--- src/rhc_pkg.sv ---
// Shared types, constants and the divide step of the RGB to HSL converter.
`default_nettype none
package rhc_pkg;

    localparam int CHAN_W         = 8;
    localparam int FRAC_W         = 16;
    localparam int DVS_W          = 11;
    localparam int REM_W          = 11;
    localparam int BITS_PER_STAGE = 2;
    localparam int DIV_STAGES     = FRAC_W / BITS_PER_STAGE;
    // two front stages, the divide stages, one output stage
    localparam int NUM_STAGES     = DIV_STAGES + 3;

    typedef struct packed {
        logic [CHAN_W-1:0] red;
        logic [CHAN_W-1:0] green;
        logic [CHAN_W-1:0] blue;
        logic [CHAN_W-1:0] alpha;
    } pixel_t;

    typedef struct packed {
        logic [FRAC_W-1:0] hue;
        logic [FRAC_W-1:0] saturation;
        logic [FRAC_W-1:0] lightness;
        logic [CHAN_W-1:0] alpha_out;
    } hsl_t;

    // quo starts as the low numerator bits and fills with quotient bits
    typedef struct packed {
        logic [REM_W-1:0]  rem;
        logic [FRAC_W-1:0] quo;
        logic [DVS_W-1:0]  dvs;
    } div_lane_t;

    typedef struct packed {
        div_lane_t         hue_lane;
        div_lane_t         sat_lane;
        logic [FRAC_W-1:0] lightness;
        logic [CHAN_W-1:0] alpha;
        logic              grey;
    } div_beat_t;

    // One restoring division step: one quotient bit.
    function automatic div_lane_t div_step(input div_lane_t lane);
        logic [REM_W:0] part;
        logic [REM_W:0] dvs_ext;
        div_lane_t      res;
        part    = {lane.rem, lane.quo[FRAC_W-1]};
        dvs_ext = {1'b0, lane.dvs};
        res.dvs = lane.dvs;
        if (part >= dvs_ext)
        begin
            res.rem = REM_W'(part - dvs_ext);
            res.quo = {lane.quo[FRAC_W-2:0], 1'b1};
        end
        else
        begin
            res.rem = part[REM_W-1:0];
            res.quo = {lane.quo[FRAC_W-2:0], 1'b0};
        end
        return res;
    endfunction

endpackage
`default_nettype wire

--- src/rhc_front.sv ---
// Front stages: channel max/min, then sums, lightness and divider operands.
`default_nettype none
module rhc_front (
    input  wire logic            clk,
    input  wire logic            rst_n,
    input  wire rhc_pkg::pixel_t pixel,
    input  wire logic            pixel_valid,
    input  wire logic [1:0]      en,
    output rhc_pkg::div_beat_t   beat,
    output logic [1:0]           valid
);

    rhc_pkg::pixel_t                  pix_reg;
    logic [rhc_pkg::CHAN_W-1:0]       max_reg;
    logic [rhc_pkg::CHAN_W-1:0]       min_reg;
    logic [rhc_pkg::CHAN_W-1:0]       max_next;
    logic [rhc_pkg::CHAN_W-1:0]       min_next;
    logic [1:0]                       valid_reg;
    rhc_pkg::div_beat_t               beat_reg;
    rhc_pkg::div_beat_t               beat_next;

    logic [rhc_pkg::CHAN_W-1:0]       diff;
    logic [rhc_pkg::CHAN_W:0]         sum;
    logic [rhc_pkg::CHAN_W-1:0]       den;
    logic [rhc_pkg::CHAN_W+8:0]       light_wide;
    logic [rhc_pkg::DVS_W-1:0]        d2;
    logic [rhc_pkg::DVS_W-1:0]        d4;
    logic [rhc_pkg::DVS_W-1:0]        d6;
    logic [rhc_pkg::DVS_W-1:0]        off_term;
    logic [rhc_pkg::CHAN_W-1:0]       minuend;
    logic [rhc_pkg::CHAN_W-1:0]       subtrahend;
    logic [rhc_pkg::DVS_W-1:0]        num;

    // find largest and smallest channel
    always_comb
    begin
        max_next = pixel.red;
        min_next = pixel.red;
        if (pixel.green > max_next)
        begin
            max_next = pixel.green;
        end
        if (pixel.blue > max_next)
        begin
            max_next = pixel.blue;
        end
        if (pixel.green < min_next)
        begin
            min_next = pixel.green;
        end
        if (pixel.blue < min_next)
        begin
            min_next = pixel.blue;
        end
    end

    // lightness is sum * 65535 / 510 = sum * 257 / 2; sector picks hue numerator
    always_comb
    begin
        diff       = max_reg - min_reg;
        sum        = {1'b0, max_reg} + {1'b0, min_reg};
        den        = (sum > 9'd255) ? 8'(9'd510 - sum) : sum[rhc_pkg::CHAN_W-1:0];
        light_wide = {sum, 8'd0} + {8'd0, sum};
        d2         = {2'b00, diff, 1'b0};
        d4         = {1'b0, diff, 2'b00};
        d6         = d2 + d4;
        if (max_reg == pix_reg.red)
        begin
            minuend    = pix_reg.green;
            subtrahend = pix_reg.blue;
            off_term   = (pix_reg.green < pix_reg.blue) ? d6 : '0;
        end
        else if (max_reg == pix_reg.green)
        begin
            minuend    = pix_reg.blue;
            subtrahend = pix_reg.red;
            off_term   = d2;
        end
        else
        begin
            minuend    = pix_reg.red;
            subtrahend = pix_reg.green;
            off_term   = d4;
        end
        num = {3'b000, minuend} + off_term - {3'b000, subtrahend};

        beat_next.hue_lane.rem = num;
        beat_next.hue_lane.quo = '0;
        beat_next.hue_lane.dvs = d6;
        // diff * 65535 = (diff - 1) * 65536 + (65536 - diff)
        beat_next.sat_lane.rem = {3'b000, 8'(diff - 8'd1)};
        beat_next.sat_lane.quo = 16'd0 - {8'd0, diff};
        beat_next.sat_lane.dvs = {3'b000, den};
        beat_next.lightness    = light_wide[16:1];
        beat_next.alpha        = pix_reg.alpha;
        beat_next.grey         = (diff == '0);
    end

    // advance valid bits
    always_ff @(posedge clk or negedge rst_n)
    begin
        if (!rst_n)
        begin
            valid_reg <= '0;
        end
        else
        begin
            if (en[0])
            begin
                valid_reg[0] <= pixel_valid;
            end
            if (en[1])
            begin
                valid_reg[1] <= valid_reg[0];
            end
        end
    end

    // advance payload
    always_ff @(posedge clk)
    begin
        if (en[0])
        begin
            pix_reg <= pixel;
            max_reg <= max_next;
            min_reg <= min_next;
        end
        if (en[1])
        begin
            beat_reg <= beat_next;
        end
    end

    assign beat  = beat_reg;
    assign valid = valid_reg;

endmodule
`default_nettype wire

--- src/rhc_div_stage.sv ---
// One divide stage: two quotient bits for both hue and saturation.
`default_nettype none
module rhc_div_stage (
    input  wire logic               clk,
    input  wire logic               rst_n,
    input  wire logic               valid_in,
    input  wire rhc_pkg::div_beat_t beat_in,
    input  wire logic               en,
    output logic                    valid_out,
    output rhc_pkg::div_beat_t      beat_out
);

    logic               valid_reg;
    rhc_pkg::div_beat_t beat_reg;
    rhc_pkg::div_beat_t beat_next;

    // run the division steps of this stage
    always_comb
    begin
        beat_next = beat_in;
        for (int i = 0; i < rhc_pkg::BITS_PER_STAGE; i++)
        begin
            beat_next.hue_lane = rhc_pkg::div_step(beat_next.hue_lane);
            beat_next.sat_lane = rhc_pkg::div_step(beat_next.sat_lane);
        end
    end

    // advance valid bit
    always_ff @(posedge clk or negedge rst_n)
    begin
        if (!rst_n)
        begin
            valid_reg <= 1'b0;
        end
        else if (en)
        begin
            valid_reg <= valid_in;
        end
    end

    // advance payload
    always_ff @(posedge clk)
    begin
        if (en)
        begin
            beat_reg <= beat_next;
        end
    end

    assign valid_out = valid_reg;
    assign beat_out  = beat_reg;

endmodule
`default_nettype wire

--- src/rhc_out.sv ---
// Output register: zero hue and saturation of grey pixels and hold the result.
`default_nettype none
module rhc_out (
    input  wire logic               clk,
    input  wire logic               rst_n,
    input  wire logic               valid_in,
    input  wire rhc_pkg::div_beat_t beat_in,
    input  wire logic               en,
    output logic                    valid_out,
    output rhc_pkg::hsl_t           result
);

    logic          valid_reg;
    rhc_pkg::hsl_t result_reg;
    rhc_pkg::hsl_t result_next;

    // drop quotients of grey pixels
    always_comb
    begin
        result_next.hue        = beat_in.grey ? '0 : beat_in.hue_lane.quo;
        result_next.saturation = beat_in.grey ? '0 : beat_in.sat_lane.quo;
        result_next.lightness  = beat_in.lightness;
        result_next.alpha_out  = beat_in.alpha;
    end

    // advance valid bit
    always_ff @(posedge clk or negedge rst_n)
    begin
        if (!rst_n)
        begin
            valid_reg <= 1'b0;
        end
        else if (en)
        begin
            valid_reg <= valid_in;
        end
    end

    // hold result while stalled
    always_ff @(posedge clk)
    begin
        if (en)
        begin
            result_reg <= result_next;
        end
    end

    assign valid_out = valid_reg;
    assign result    = result_reg;

endmodule
`default_nettype wire

--- src/rgb_to_hsl_converter_core.sv ---
// RGB to HSL converter: pixel in, hue/saturation/lightness out, fully pipelined.
//
// Input channel: pixel_valid, pixel_stall, pixel (red, green, blue, alpha bytes).
// Output channel: result_valid, result_stall, result (hue, saturation,
// lightness as 16-bit fractions, alpha_out copied from alpha).
// A beat moves on a rising edge where valid is high and stall is low.
// A pixel accepted on an edge passes through eleven register stages before it
// shows on result (two front stages, eight divide stages of two quotient bits
// each, one output register); a stall holds it in its stage.
// Throughput: one pixel per cycle while pixel_stall is low; the restoring
// divide pipeline for hue and saturation sets the depth.
// Each stage advances when it is empty or the stage after it advances, so
// while result_stall is high, bubbles inside the pipeline still close up and
// new pixels are taken until every stage holds a beat; then pixel_stall rises.
// Nothing is lost or repeated during a stall.
// Reset (rst_n low) empties the pipeline: all valid bits clear at once.
`default_nettype none
module rgb_to_hsl_converter_core (
    input  wire logic            clk,
    input  wire logic            rst_n,
    input  wire logic            pixel_valid,
    output logic                 pixel_stall,
    input  wire rhc_pkg::pixel_t pixel,
    output logic                 result_valid,
    input  wire logic            result_stall,
    output rhc_pkg::hsl_t        result
);

    logic [rhc_pkg::NUM_STAGES-1:0] valid;
    logic [rhc_pkg::NUM_STAGES:0]   en;
    rhc_pkg::div_beat_t             beat [0:rhc_pkg::DIV_STAGES];

    // a stage loads when empty or when its successor loads
    always_comb
    begin
        en[rhc_pkg::NUM_STAGES] = !result_stall;
        for (int k = rhc_pkg::NUM_STAGES - 1; k >= 0; k--)
        begin
            en[k] = !valid[k] || en[k+1];
        end
    end

    assign pixel_stall  = !en[0];
    assign result_valid = valid[rhc_pkg::NUM_STAGES-1];

    rhc_front u_front (
        .clk         (clk),
        .rst_n       (rst_n),
        .pixel       (pixel),
        .pixel_valid (pixel_valid),
        .en          (en[1:0]),
        .beat        (beat[0]),
        .valid       (valid[1:0])
    );

    for (genvar s = 0; s < rhc_pkg::DIV_STAGES; s++)
    begin : g_div
        rhc_div_stage u_div (
            .clk       (clk),
            .rst_n     (rst_n),
            .valid_in  (valid[s+1]),
            .beat_in   (beat[s]),
            .en        (en[s+2]),
            .valid_out (valid[s+2]),
            .beat_out  (beat[s+1])
        );
    end

    rhc_out u_out (
        .clk       (clk),
        .rst_n     (rst_n),
        .valid_in  (valid[rhc_pkg::NUM_STAGES-2]),
        .beat_in   (beat[rhc_pkg::DIV_STAGES]),
        .en        (en[rhc_pkg::NUM_STAGES-1]),
        .valid_out (valid[rhc_pkg::NUM_STAGES-1]),
        .result    (result)
    );

endmodule
`default_nettype wire

--- config.mk ---
export PLATFORM = sky130hd
export DESIGN_NAME = rgb_to_hsl_converter_core
export DESIGN_NICKNAME = d
export VERILOG_FILES = /design/src/rhc_pkg.sv /design/src/rhc_front.sv /design/src/rhc_div_stage.sv /design/src/rhc_out.sv /design/src/rgb_to_hsl_converter_core.sv
export SDC_FILE = /design/constraint.sdc
export NUM_CORES = 1
export LEC_CHECK = 0
export ABC_AREA = 0
export BUFFER_PORTS_ARGS = -buffer_cell sky130_fd_sc_hd__clkbuf_2
export CAP_MARGIN = 20
export CORE_UTILIZATION = 55
export DETAILED_ROUTE_END_ITERATION = 12
export PLACE_DENSITY = 0.82
export SLEW_MARGIN = 0
export SYNTH_ARGS = -nofsm -noshare
export SYNTH_HDL_FRONTEND = slang
export SYNTH_SLANG_ARGS = --single-unit
export TNS_END_PERCENT = 30
--- constraint.sdc ---
create_clock -name clk -period 6.52 [get_ports clk]
set_input_delay 0.326 -clock clk [delete_from_list [all_inputs] [get_ports clk]]
set_output_delay 0.326 -clock clk [all_outputs]
set_load 0.01 [all_outputs]
* Word-level counts from Yosys, hierarchy flattened
Cells that the tools add are included.
Operators by class: add/subtract/negate cells 39, order comparisons 38, equal/unequal tests 2, mux-type cells 44, reduce and logical (&&, ||, !) cells 25
Operator list (count):
- $mux 27 | 30
- $ge 12x11->1 | 16
- $ge 12x8->1 | 15
- $sub 11x11->11 | 15
- $sub 11x8->11 | 15
- $mux 8 | 9
- $lt 8x8->1 | 3
- $mux 11 | 2
- $add 17x9->17 | 1
- $eq 8x8->1 | 2
- $gt 8x8->1 | 2
- $logic_not 1->1 | 13
- $add 8x11->11 | 1
- $add 9x10->11 | 1
- $logic_or 1x1->1 | 11
- $mux 10 | 1
- $sub 9x8->10 | 1
- $add 8x8->9 | 1
- $ge 9x8->1 | 1
- $gt 9x8->1 const B | 1
- $sub 1x8->9 const A | 1
- $logic_not 8->1 | 1
- $sub 8x1->8 const B | 1
- $sub 8x8->8 | 1
- 2 further kinds | 3
Storage, ports and cells: flip-flop bits (word level) 937, bits of input ports 36, logic and storage cells 245

* Logic depth before layout (Yosys ltp)
Gate-level depths: netlist (run 1).
depth in word-level cells 13, gate-level depth with buffers 23

* Hierarchy
From an unflattened synthesis (run 1), not the netlist that was laid out.
Unflattened totals: cell total of the unflattened synthesis 4467, area total of the unflattened synthesis 55744.7 um2
Modules (own cells, without submodules):
- rhc_div_stage (g_div[2].u_div ...) | times used 4, cells an instance 446, area each 5685.5 um2
- rhc_div_stage (g_div[0].u_div ...) | times used 3, cells an instance 467, area each 5765.5 um2
- rhc_front | times used 1, cells an instance 725, area each 7971.4 um2
- rhc_div_stage (g_div[4].u_div) | times used 1, cells an instance 446, area each 5684.2 um2
- rhc_out | times used 1, cells an instance 93, area each 1940.6 um2
- rgb_to_hsl_converter_core | times used 1, cells an instance 18, area each 110.1 um2

* Worst setup path after synthesis (run 1)
Ideal clock, no wire load.
kind reg-to-reg, from register g_div[1].u_div.beat_reg, in the netlist g_div[1].u_div.beat_out[25], to register g_div[2].u_div.beat_reg, in the netlist g_div[2].u_div.beat_out[54] (data pin), setup time 0.260 ns, arrival 4.594 ns, required time 6.260 ns, slack 1.666 ns, cell stages (with the launch flop) 21, buffers on the path 2, cell sequence edfxtp_1 -> ha_1 -> inv_1 -> fa_1 -> a21o_1 -> a21oi_2 -> o21ai_1 -> a21o_1 -> a211oi_4 -> clkbuf_1 -> mux2_2 -> ha_1 -> a21oi_1 -> nor2_1 -> nor2_1 -> o22ai_1 -> nor2_1 -> nand2_1 -> or4_4 -> buf_6 -> mux2_4
RTL lines:
- from (decl) | line rhc_div_stage.sv:14 | rhc_pkg::div_beat_t beat_reg;
- from (signal assigned) | line rhc_div_stage.sv:46 | beat_reg <= beat_next;
- to (signal assigned) | line rhc_div_stage.sv:46
- to (decl) | line rhc_div_stage.sv:14

==> reports/metrics.csv, run 1 <==
stage,metric,value,unit
clock_network,cts_resized,0,
synthesis,netlist_area,44100,µm²
placement,hpwl,61.1,mm
synthesis,synth_edf_count,815,
clock_network,root_buffer,clkbuf_16,
clock_network,clock-sinks,826,
grt,grt_util_met2,0.379,
critical_path,start_kind,flop,
grt,overflow,0,
grt,use_met3,0.0302,
critical_path,cp.required,6.89,ns
final_layout,layout_common_cells,"edfxtp_1, ha_1, inv_1, a21oi_1, nor2_1",
timing,fin_skew,0.0241,ns
timing,worst-slew-pin-transition,1.07,ns
final_layout,largest_reg_flops,643,
synthesis,synth_ff_type,edfxtp_1,
floorplanning,coreArea,79100,µm²
floorplanning,boundaryPins,94,
floorplanning,dieArea,81400,µm²
timing,rsz0062_at_grt,false,
grt,antenna_found_initial,0,
grt,gr-usage-all-layers,0.210,
critical_path,rr_worst_depth,18,
clock_network,cts_inserted_buffers,84,
final_layout,synthToLayoutAreaGrowth,11.2,%
drt,first_pass_iters,7,
synthesis,syn_inst,3524,
floorplanning,die_y,285,µm
floorplanning,initial_core_util,0.558,
critical_path,r2r-end,g_div[3].u_div.beat_out[98],
clock_network,cts_max_level,3,
critical_path,endpoint_kind,flop,
clock_network,path_clk_slew,0.06,ns
placement,gp_congestion,0.908,
synthesis,ys_seq_elements,826,
clock_network,cts_buffer_depth,3,
clock_network,post_cts_buffers,0,
grt,grt_start_max_net_pins,84,
synthesis,yosysWarningCount,0,
drt,routed_via_density,5.67,
timing,hold_viol_final,0,
synthesis,async_flop_share,0.0133,
critical_path,regToRegStartpoint,g_div[2].u_div.beat_out[65],
timing,max_freq,0.179,GHz
clock_network,insertion_delay,0.63,ns
critical_path,rrSetupSlack,0.95,ns
synthesis,syn-num-nets,3944,
synthesis,synth_seq_area_share,0.561,
drt,totalWireLength,85.2,mm
clock_network,cts_tree,built,
timing,slew_violations,0,
synthesis,synth_area_leaders,"edfxtp_1, ha_1, xnor2_1, mux2_2, inv_1",
drt,wire_per_inst,17.6,µm
status,status,"complete, no violations",
drt,drc,0,
timing,final.setup.tns,0,ns
timing,slew_headroom,0.286,
critical_path,worstPathMaxFanout,12,
critical_path,crit_type,reg -> reg,
final_layout,num_antenna_cells,0,
drt,drtAntennaViolNets,0,
final_layout,drive_above_1_share,0.112,
floorplanning,die_w,285,µm
grt,grt_pass1_vias,28023,
drt,vias,27421,
synthesis,synth_area_per_cell,12.5,µm²
grt,gr-usage-met1,0.250,
placement,port_buffers,93,
critical_path,crit_path_start,g_div[2].u_div.beat_out[65],
grt,grt_pass1_wl,139,mm
synthesis,yosys.area.top_type,edfxtp_1,
critical_path,worst_ep_arrival_time,5.95,ns
drt,initialDrtViolationCount,1675,
synthesis,yosysUniqueCellTypes,86,
final_layout,final_common_cell,edfxtp_1,
floorplanning,rows,103,
timing,finalCritPeriodShare,0.855,
synthesis,synth.top_cell.area_share,0.555,
min_path,hp-class,in -> async,
timing,post-route-min-period,5.57,ns
flow_run,drv_cap,0,
final_layout,num-nets-final,4141,
grt,busiest_layer,met2,
timing,setup_viol,0,
==> repair_timing <==
| item | in CTS | in global routing |
|---|---|---|
| hold endpoints to repair | 44 | 0 |
| endpoints found under the setup margin | 0 | 0 |
| hold buffers | 34 | 0 |
==> layer usage <==
metal  share of wire  wire (µm)  up-vias
met5               0          0        -
met1            0.41      35200    13055
met4           0.036       3110        0
met3           0.044       3780      206
met2            0.51      43100      744
li1                -          -    13416
==> per-stage QoR <==
| stage | worst slack (ns) | cells | hold slack, ns | util | cell area [µm²] |
|---|---|---|---|---|---|
| final | 0.946 | 4839 | 0.149 | 0.620 | 49100 |
| after floorplan | 1.67 | 3524 | 0.0304 | - | 44100 |
| after global routing | 0.606 | 4839 | 0.166 | 0.620 | 49100 |
| after detailed placement | 1.07 | 4649 | 0.256 | 0.581 | 46000 |
| after global placement | 1.17 | 4649 | 0.246 | 0.581 | 46000 |
| after CTS | 1.03 | 4837 | 0.118 | 0.620 | 49000 |
==> cell families after synthesis <==
logic type	after synthesis	share of synthesized area
AOI/OAI and AO/OA	771	0.109
xor gates and xnor gates	254	0.0506
adders and majority gates	385	0.115
buffers and inverters	374	0.0326
DFF	826	0.561
muxes	190	0.0480
and+or+nand+nor	724	0.0838
==> synth_stat cells, drive strengths merged, types with 6 or more instances <==
master	number
a211o	11
nand2	105
o21a	59
o21ai	198
dfrtp	11
a211oi	23
inv	328
o31ai	10
xor2	81
a21boi	14
edfxtp	815
nor4	14
nor2	218
nor2b	87
nand2b	63
nand4	57
ha	349
a21o	86
and2	34
o211ai	18
mux2	135
mux2i	55
or3	16
o22ai	7
nand3	24
and3	22
a221oi	14
buf	18
a31oi	13
a2111oi	6
o21bai	25
fa	35
clkbuf	28
a21oi	247
nor3	46
and4	10
a22oi	6
xnor2	173
or2	17
==> area by class of cell <==
class / count / area (µm²)
Fill cell: 5836 / 30100
Sequential cell: 826 / 24700
Multi-Input combinational cell: 2324 / 18000
Clock buffer: 108 / 2250
Tap cell: 1050 / 1310
Inverter: 328 / 1230
Timing Repair Buffer: 157 / 1060
Clock inverter: 46 / 475
==> worst max-delay path: stages (launching register included) <==
cell and delay [ns]:
edfxtp_1 0.47, inv_1 0.13, ha_1 0.35, nor2b_1 0.14
o21a_1 0.20, o21ai_1 0.15, or4b_1 0.46, a31oi_2 0.30
o211a_4 0.24, nand3_2 0.32, mux2_2 0.42, ha_1 0.37
a21o_1 0.21, a21o_1 0.19, a221o_1 0.29, a21o_1 0.19
a41oi_1 0.18, nand2_1 0.32, mux2_2 0.38
==> worst max-delay path by stage <==
stage,slack (ns),cells after the start,endpoint
2_1_floorplan,1.67,20,g_div[2].u_div.beat_out[54]
3_3_place_gp,1.17,18,g_div[3].u_div.beat_out[98]
3_5_place_dp,1.07,18,g_div[3].u_div.beat_out[100]
4_1_cts,1.03,18,g_div[3].u_div.beat_out[98]
5_1_grt,0.61,19,g_div[4].u_div.beat_out[96]
6_report,0.95,18,g_div[3].u_div.beat_out[98]
Power of run 1 is left out: the tool's default activity adds up to more than one toggle a clock period on the data nets, which glitch-free logic cannot reach.
==> inputs of run 2 (changes only) <==
--- a/config.mk
+++ b/config.mk
@@ -11,7 +11,6 @@
 export CORE_UTILIZATION = 55
 export DETAILED_ROUTE_END_ITERATION = 12
 export PLACE_DENSITY = 0.82
-export SLEW_MARGIN = 0
 export SYNTH_ARGS = -nofsm -noshare
 export SYNTH_HDL_FRONTEND = slang
 export SYNTH_SLANG_ARGS = --single-unit
==> constraint.sdc (replaced) <==
create_clock -name clk -period 6.52 [get_ports clk]
set_input_delay 0.326 -clock clk [delete_from_list [all_inputs] [get_ports clk]]
set_output_delay 0.326 -clock clk [all_outputs]
set_load 0.005 [all_outputs]
==> reports/metrics.csv, run 2 (synthesized netlist as in run 1, its figures left out) <==
stage,metric,value,unit,change
status,status,"complete, no violations",,
critical_path,crit_path_start,g_div[2].u_div.beat_out[65],,
final_layout,num-nets-final,4140,,-0.024%
final_layout,n_fill_cell,5784,,-0.89%
timing,setup_viol,0,,unchanged
final_layout,final_common_cell,edfxtp_1,,
floorplanning,coreArea,79100,µm²,unchanged
timing,hold_viol_final,0,,unchanged
timing,post-route-min-period,5.66,ns,+0.0869 ns
final_layout,synthToLayoutAreaGrowth,11.6,%,
critical_path,crit_chain,inv_1 > ha_1 > nor2b_1 > o21a_1 > o21ai_1 > or4b_1 > a31oi_2 > o211a_4 > nand3_2 > mux2_2 > ha_1 > a21o_1 > a21o_1 > a221o_1 > a21o_1 > a41oi_1 > nand2_1 > mux2_2,,
grt,grt_start_max_net_pins,84,,unchanged
critical_path,start_kind,flop,,
drt,first_pass_iters,5,,-2
drt,routed_via_density,5.68,,+0.15%
critical_path,cpPeakStageDelay,0.52,ns,+0.05 ns
timing,slew_headroom,0.283,,-0.00263
drt,initialDrtViolationCount,1829,,+9.2%
clock_network,cts_tree,built,,
clock_network,insertion_delay,0.65,ns,+0.02 ns
critical_path,crit_family,compound AO/OA/AOI/OAI gates,,
timing,final.setup.tns,0,ns,unchanged
clock_network,cts_inserted_buffers,84,,unchanged
final_layout,layout_common_cells,"edfxtp_1, ha_1, inv_1, a21oi_1, nor2_1",,
grt,grt_pass1_vias,27980,,-0.15%
drt,wire_per_inst,17.8,µm,+0.97%
final_layout,utilization,0.622,,+0.00226
timing,max_freq,0.177,GHz,-1.5%
clock_network,cts_max_level,3,,unchanged
flow_run,drv_cap,0,,unchanged
clock_network,path_clk_slew,0.07,ns,about the same
timing,worst-slew-pin-transition,1.08,ns,+0.00395 ns
critical_path,endpoint_kind,flop,,
critical_path,crit_buf_inv,1,,unchanged
critical_path,crit_type,reg -> reg,,
critical_path,rrSetupSlack,0.86,ns,-0.09 ns
grt,overflow,0,,unchanged
floorplanning,die_w,285,µm,unchanged
final_layout,largest_reg_flops,643,,unchanged
critical_path,regToRegStartpoint,g_div[2].u_div.beat_out[65],,
floorplanning,dieArea,81400,µm²,unchanged
timing,slew_violations,0,,unchanged
min_path,hp-class,in -> async,,
timing,finalCritPeriodShare,0.868,,+0.0133
clock_network,root_buffer,clkbuf_16,,
drt,totalWireLength,86.0,mm,+0.97%
timing,fin_skew,0.0345,ns,+0.0104 ns
floorplanning,boundaryPins,94,,unchanged
floorplanning,rows,103,,unchanged
critical_path,worst_ep_arrival_time,6.04,ns,+0.09 ns
drt,drtAntennaViolNets,0,,unchanged
critical_path,crit_path_frequent_cell,a21o_1,,
placement,port_buffers,93,,unchanged
grt,antenna_found_initial,2,,+2
clock_network,cts_buffer_depth,3,,unchanged
critical_path,worstPathMaxFanout,12,,unchanged
final_layout,seq_area,24700,µm²,unchanged
critical_path,crit_path_top_delay_cell,edfxtp_1,,
clock_network,cts_resized,0,,unchanged
clock_network,post_cts_buffers,0,,unchanged
timing,fin_hold_ws,0.164,ns,+0.0148 ns
floorplanning,die_y,285,µm,unchanged
final_layout,num_antenna_cells,0,,unchanged
grt,gr-usage-all-layers,0.212,,+0.00146
final_layout,drive_above_1_share,0.117,,+0.00501
drt,drc,0,,unchanged
timing,rsz0062_at_grt,false,,
floorplanning,initial_core_util,0.558,,unchanged
clock_network,holdBufCountCts,34,,unchanged
placement,gp_congestion,0.908,,about the same
clock_network,clock-sinks,826,,unchanged
critical_path,cp.required,6.90,ns,about the same
drt,vias,27462,,+0.15%
final_layout,multi_input_area,18000,µm²,unchanged
grt,grt_pass1_wl,140,mm,+0.75%
placement,hpwl,61.3,mm,+0.45%
==> run 2: cell count changes in the layout (fill, tap and decap cells not counted), sizes merged <==
cell,previous run,this run
buf,30,29
clkinvlp,8,9
inv,330,336
bufinv,8,12
clkbuf,201,191
==> run 2: area by class of cell <==
| cell class | instances | share of cell area |
|---|---|---|
| sequential | 826 | 0.503 |
| multi-input combinational | 2324 | 0.365 |
| clock buffer | 98 | 0.0457 |
| tap | 1050 | 0.0267 |
| inverter | 328 | 0.0251 |
| timing repair buffer | 156 | 0.0210 |
| clock inverter | 57 | 0.0138 |
==> run 2: stage by stage <==
| stage | setup WS (ns) | cell area, µm² | instances |
|---|---|---|---|
| floorplan | 1.67 | 44100 | 3524 |
| global placement | 1.17 | 46000 | 4649 |
| detailed placement | 1.07 | 46000 | 4649 |
| CTS | 0.910 | 49200 | 4838 |
| global route | 0.630 | 49200 | 4839 |
| finish | 0.859 | 49200 | 4839 |
==> run 2: layer usage <==
| layer | global-route usage | vias to the layer above | routed length, µm |
|---|---|---|---|
| li1 | - | 13380 | - |
| met1 | 0.253 | 13208 | 35600 |
| met2 | 0.384 | 672 | 43900 |
| met3 | 0.0262 | 200 | 3370 |
| met4 | 0.0885 | 2 | 3150 |
| met5 | 0 | - | 13 |
==> run 2: worst paths after layout <==
kind                                                to  cells after the start
setup / recovery           g_div[3].u_div.beat_out[98]                     18
hold / removal                         u_out.valid_out                      2
setup reg to reg           g_div[3].u_div.beat_out[98]                     18
hold reg to reg            g_div[1].u_div.beat_out[20]                      0
max in group asynchronous             u_front.valid[1]                      2
min in group clk           g_div[1].u_div.beat_out[20]                      0
==> run 2: worst register-to-register path, stage by stage (launching register included) <==
cell	delay, ns
edfxtp_1	0.52
inv_1	0.14
ha_1	0.35
nor2b_1	0.14
o21a_1	0.20
o21ai_1	0.15
or4b_1	0.46
a31oi_2	0.29
o211a_4	0.24
nand3_2	0.33
mux2_2	0.43
ha_1	0.36
a21o_1	0.21
a21o_1	0.18
a221o_1	0.29
a21o_1	0.19
a41oi_1	0.17
nand2_1	0.33
mux2_2	0.40
Power of run 2 is left out for the same reason.
==> inputs of run 3 (changes only) <==
--- a/config.mk
+++ b/config.mk
@@ -10,7 +10,7 @@
 export CAP_MARGIN = 20
 export CORE_UTILIZATION = 55
 export DETAILED_ROUTE_END_ITERATION = 12
-export PLACE_DENSITY = 0.82
+export PLACE_DENSITY = 0.71
 export SYNTH_ARGS = -nofsm -noshare
 export SYNTH_HDL_FRONTEND = slang
 export SYNTH_SLANG_ARGS = --single-unit
==> reports/metrics.csv, run 3 (synthesized netlist as in run 1, its figures left out) <==
stage,metric,value,unit,change
final_layout,largest_reg_flops,643,,unchanged
timing,finalWorstSetupSlack,1.06,ns,+0.205 ns
critical_path,rrSetupSlack,1.06,ns,+0.21 ns
critical_path,start_kind,flop,,
placement,gp_congestion,0.880,,-3.2%
clock_network,path_clk_slew,0.06,ns,about the same
floorplanning,initial_core_util,0.558,,unchanged
grt,gr-usage-all-layers,0.207,,-0.00532
drt,drtAntennaViolNets,0,,unchanged
drt,wire_per_inst,17.2,µm,-3.4%
drt,drc,0,,unchanged
grt,grt_start_max_net_pins,78,,-7.1%
final_layout,synthToLayoutAreaGrowth,11.4,%,
grt,grt_pass1_vias,27025,,-3.4%
timing,slew_headroom,0.253,,-0.0301
clock_network,insertion_delay,0.63,ns,-0.02 ns
critical_path,endpoint_kind,flop,,
drt,routed_via_density,5.52,,-2.8%
clock_network,cts_buffer_depth,3,,unchanged
critical_path,crit_type,reg -> reg,,
drt,totalWireLength,83.1,mm,-3.4%
clock_network,root_buffer,clkbuf_16,,
floorplanning,boundaryPins,94,,unchanged
placement,dp_slack,1.13,ns,+0.0626 ns
timing,fin_skew,0.0224,ns,-0.0121 ns
timing,worst-slew-pin-transition,1.12,ns,+0.0451 ns
timing,max_freq,0.183,GHz,+3.8%
final_layout,layout_common_cells,"edfxtp_1, ha_1, inv_1, a21oi_1, nor2_1",,
clock_network,clock-sinks,826,,unchanged
clock_network,cts_resized,0,,unchanged
clock_network,cts_max_level,3,,unchanged
timing,post-route-min-period,5.46,ns,-0.205 ns
clock_network,cts_inserted_buffers,86,,+2.4%
final_layout,num-nets-final,4140,,unchanged
flow_run,drv_cap,0,,unchanged
floorplanning,dieArea,81400,µm²,unchanged
timing,hold_viol_final,0,,unchanged
critical_path,worst_ep_arrival_time,5.83,ns,-0.21 ns
clock_network,cts_tree,built,,
timing,slew_violations,0,,unchanged
floorplanning,rows,103,,unchanged
floorplanning,die_y,285,µm,unchanged
timing,setup_viol,0,,unchanged
placement,placed_area,45900,µm²,about the same
timing,fin_hold_ws,0.113,ns,-0.0502 ns
grt,antenna_found_initial,0,,-2
placement,port_buffers,93,,unchanged
timing,rsz0062_at_grt,false,,
timing,finalCritPeriodShare,0.837,,-0.0315
final_layout,final_common_cell,edfxtp_1,,
final_layout,drive_above_1_share,0.114,,-0.00352
floorplanning,die_w,285,µm,unchanged
drt,initialDrtViolationCount,1429,,-22%
min_path,hp-class,in -> async,,
drt,vias,26710,,-2.7%
critical_path,cp.required,6.89,ns,about the same
timing,final.setup.tns,0,ns,unchanged
grt,grt_pass1_wl,135,mm,-3.4%
critical_path,worstPathMaxFanout,10,,-2
status,status,"complete, no violations",,
floorplanning,coreArea,79100,µm²,unchanged
final_layout,num_antenna_cells,0,,unchanged
drt,first_pass_iters,5,,unchanged
grt,overflow,0,,unchanged
placement,hpwl,61.0,mm,-0.49%
final_layout,postLayoutCellArea,49100,µm²,-0.20%
run 3: changes by cell type in the layout (fill, tap and decap cells not counted), sizes merged:
cell         previous run  this run
buf                    29        26
bufinv                 12         9
clkbuf                191       196
clkinv                 28        41
clkinvlp                9         6
dlygate4sd3            34        35
inv                   336       329
run 3: worst paths after layout:
| kind | start | to | cells after the start |
|---|---|---|---|
| worst max-delay path | g_div[0].u_div.beat_out[39] | g_div[1].u_div.beat_out[96] | 19 |
| worst max register to register | g_div[0].u_div.beat_out[39] | g_div[1].u_div.beat_out[96] | 19 |
| worst min register to register | g_div[3].u_div.beat_out[1] | g_div[4].u_div.beat_out[1] | 0 |
| min in group clk | g_div[3].u_div.beat_out[1] | g_div[4].u_div.beat_out[1] | 0 |
| worst min-delay path | rst_n | u_front.valid[0] | 2 |
| max in group asynchronous | rst_n | g_div[5].u_div.valid_out | 2 |
run 3: worst max-delay path: stages, from the launching register on:
cell	delay (ns)
edfxtp_1	0.47
inv_1	0.10
ha_1	0.31
nor2b_1	0.14
o21a_1	0.19
o21ai_0	0.24
a21oi_1	0.14
o21ai_0	0.31
o21bai_1	0.25
and2_1	0.23
ha_1	0.28
nor2b_1	0.14
o21ai_0	0.25
a21oi_1	0.16
o31ai_1	0.37
a21oi_1	0.20
o32a_1	0.41
a21oi_1	0.22
o21ai_1	0.37
mux2_2	0.40
run 3: per-layer routing:
| layer | part of all wire | global-route usage |
|---|---|---|
| met5 | 0 | 0 |
| met4 | 0.047 | 0.100 |
| met3 | 0.030 | 0.0248 |
| met2 | 0.50 | 0.368 |
| met1 | 0.42 | 0.248 |
run 3: layout make-up:
type / count / area (µm²)
inverters: 328 / 1230
well taps: 1050 / 1310
clock buffers: 103 / 2310
clock inverters: 57 / 546
fillers: 6048 / 30000
repair buffers: 154 / 1010
flip-flops and latches: 826 / 24700
multi-input cells: 2324 / 18000
run 3: metrics by stage:
step / utilization / instances
5_1_grt: 0.621 / 4842
3_3_place_gp: 0.581 / 4647
4_1_cts: 0.621 / 4842
2_1_floorplan: - / 3524
6_report: 0.621 / 4842
3_5_place_dp: 0.581 / 4647
run 3: repair_timing:
action | in CTS | in global routing
hold buffers | 35 | 0
hold endpoints to repair | 45 | 0
buffers inserted | 0 | 0
setup endpoints to repair | 0 | 0
Power of run 3 is left out for the same reason.
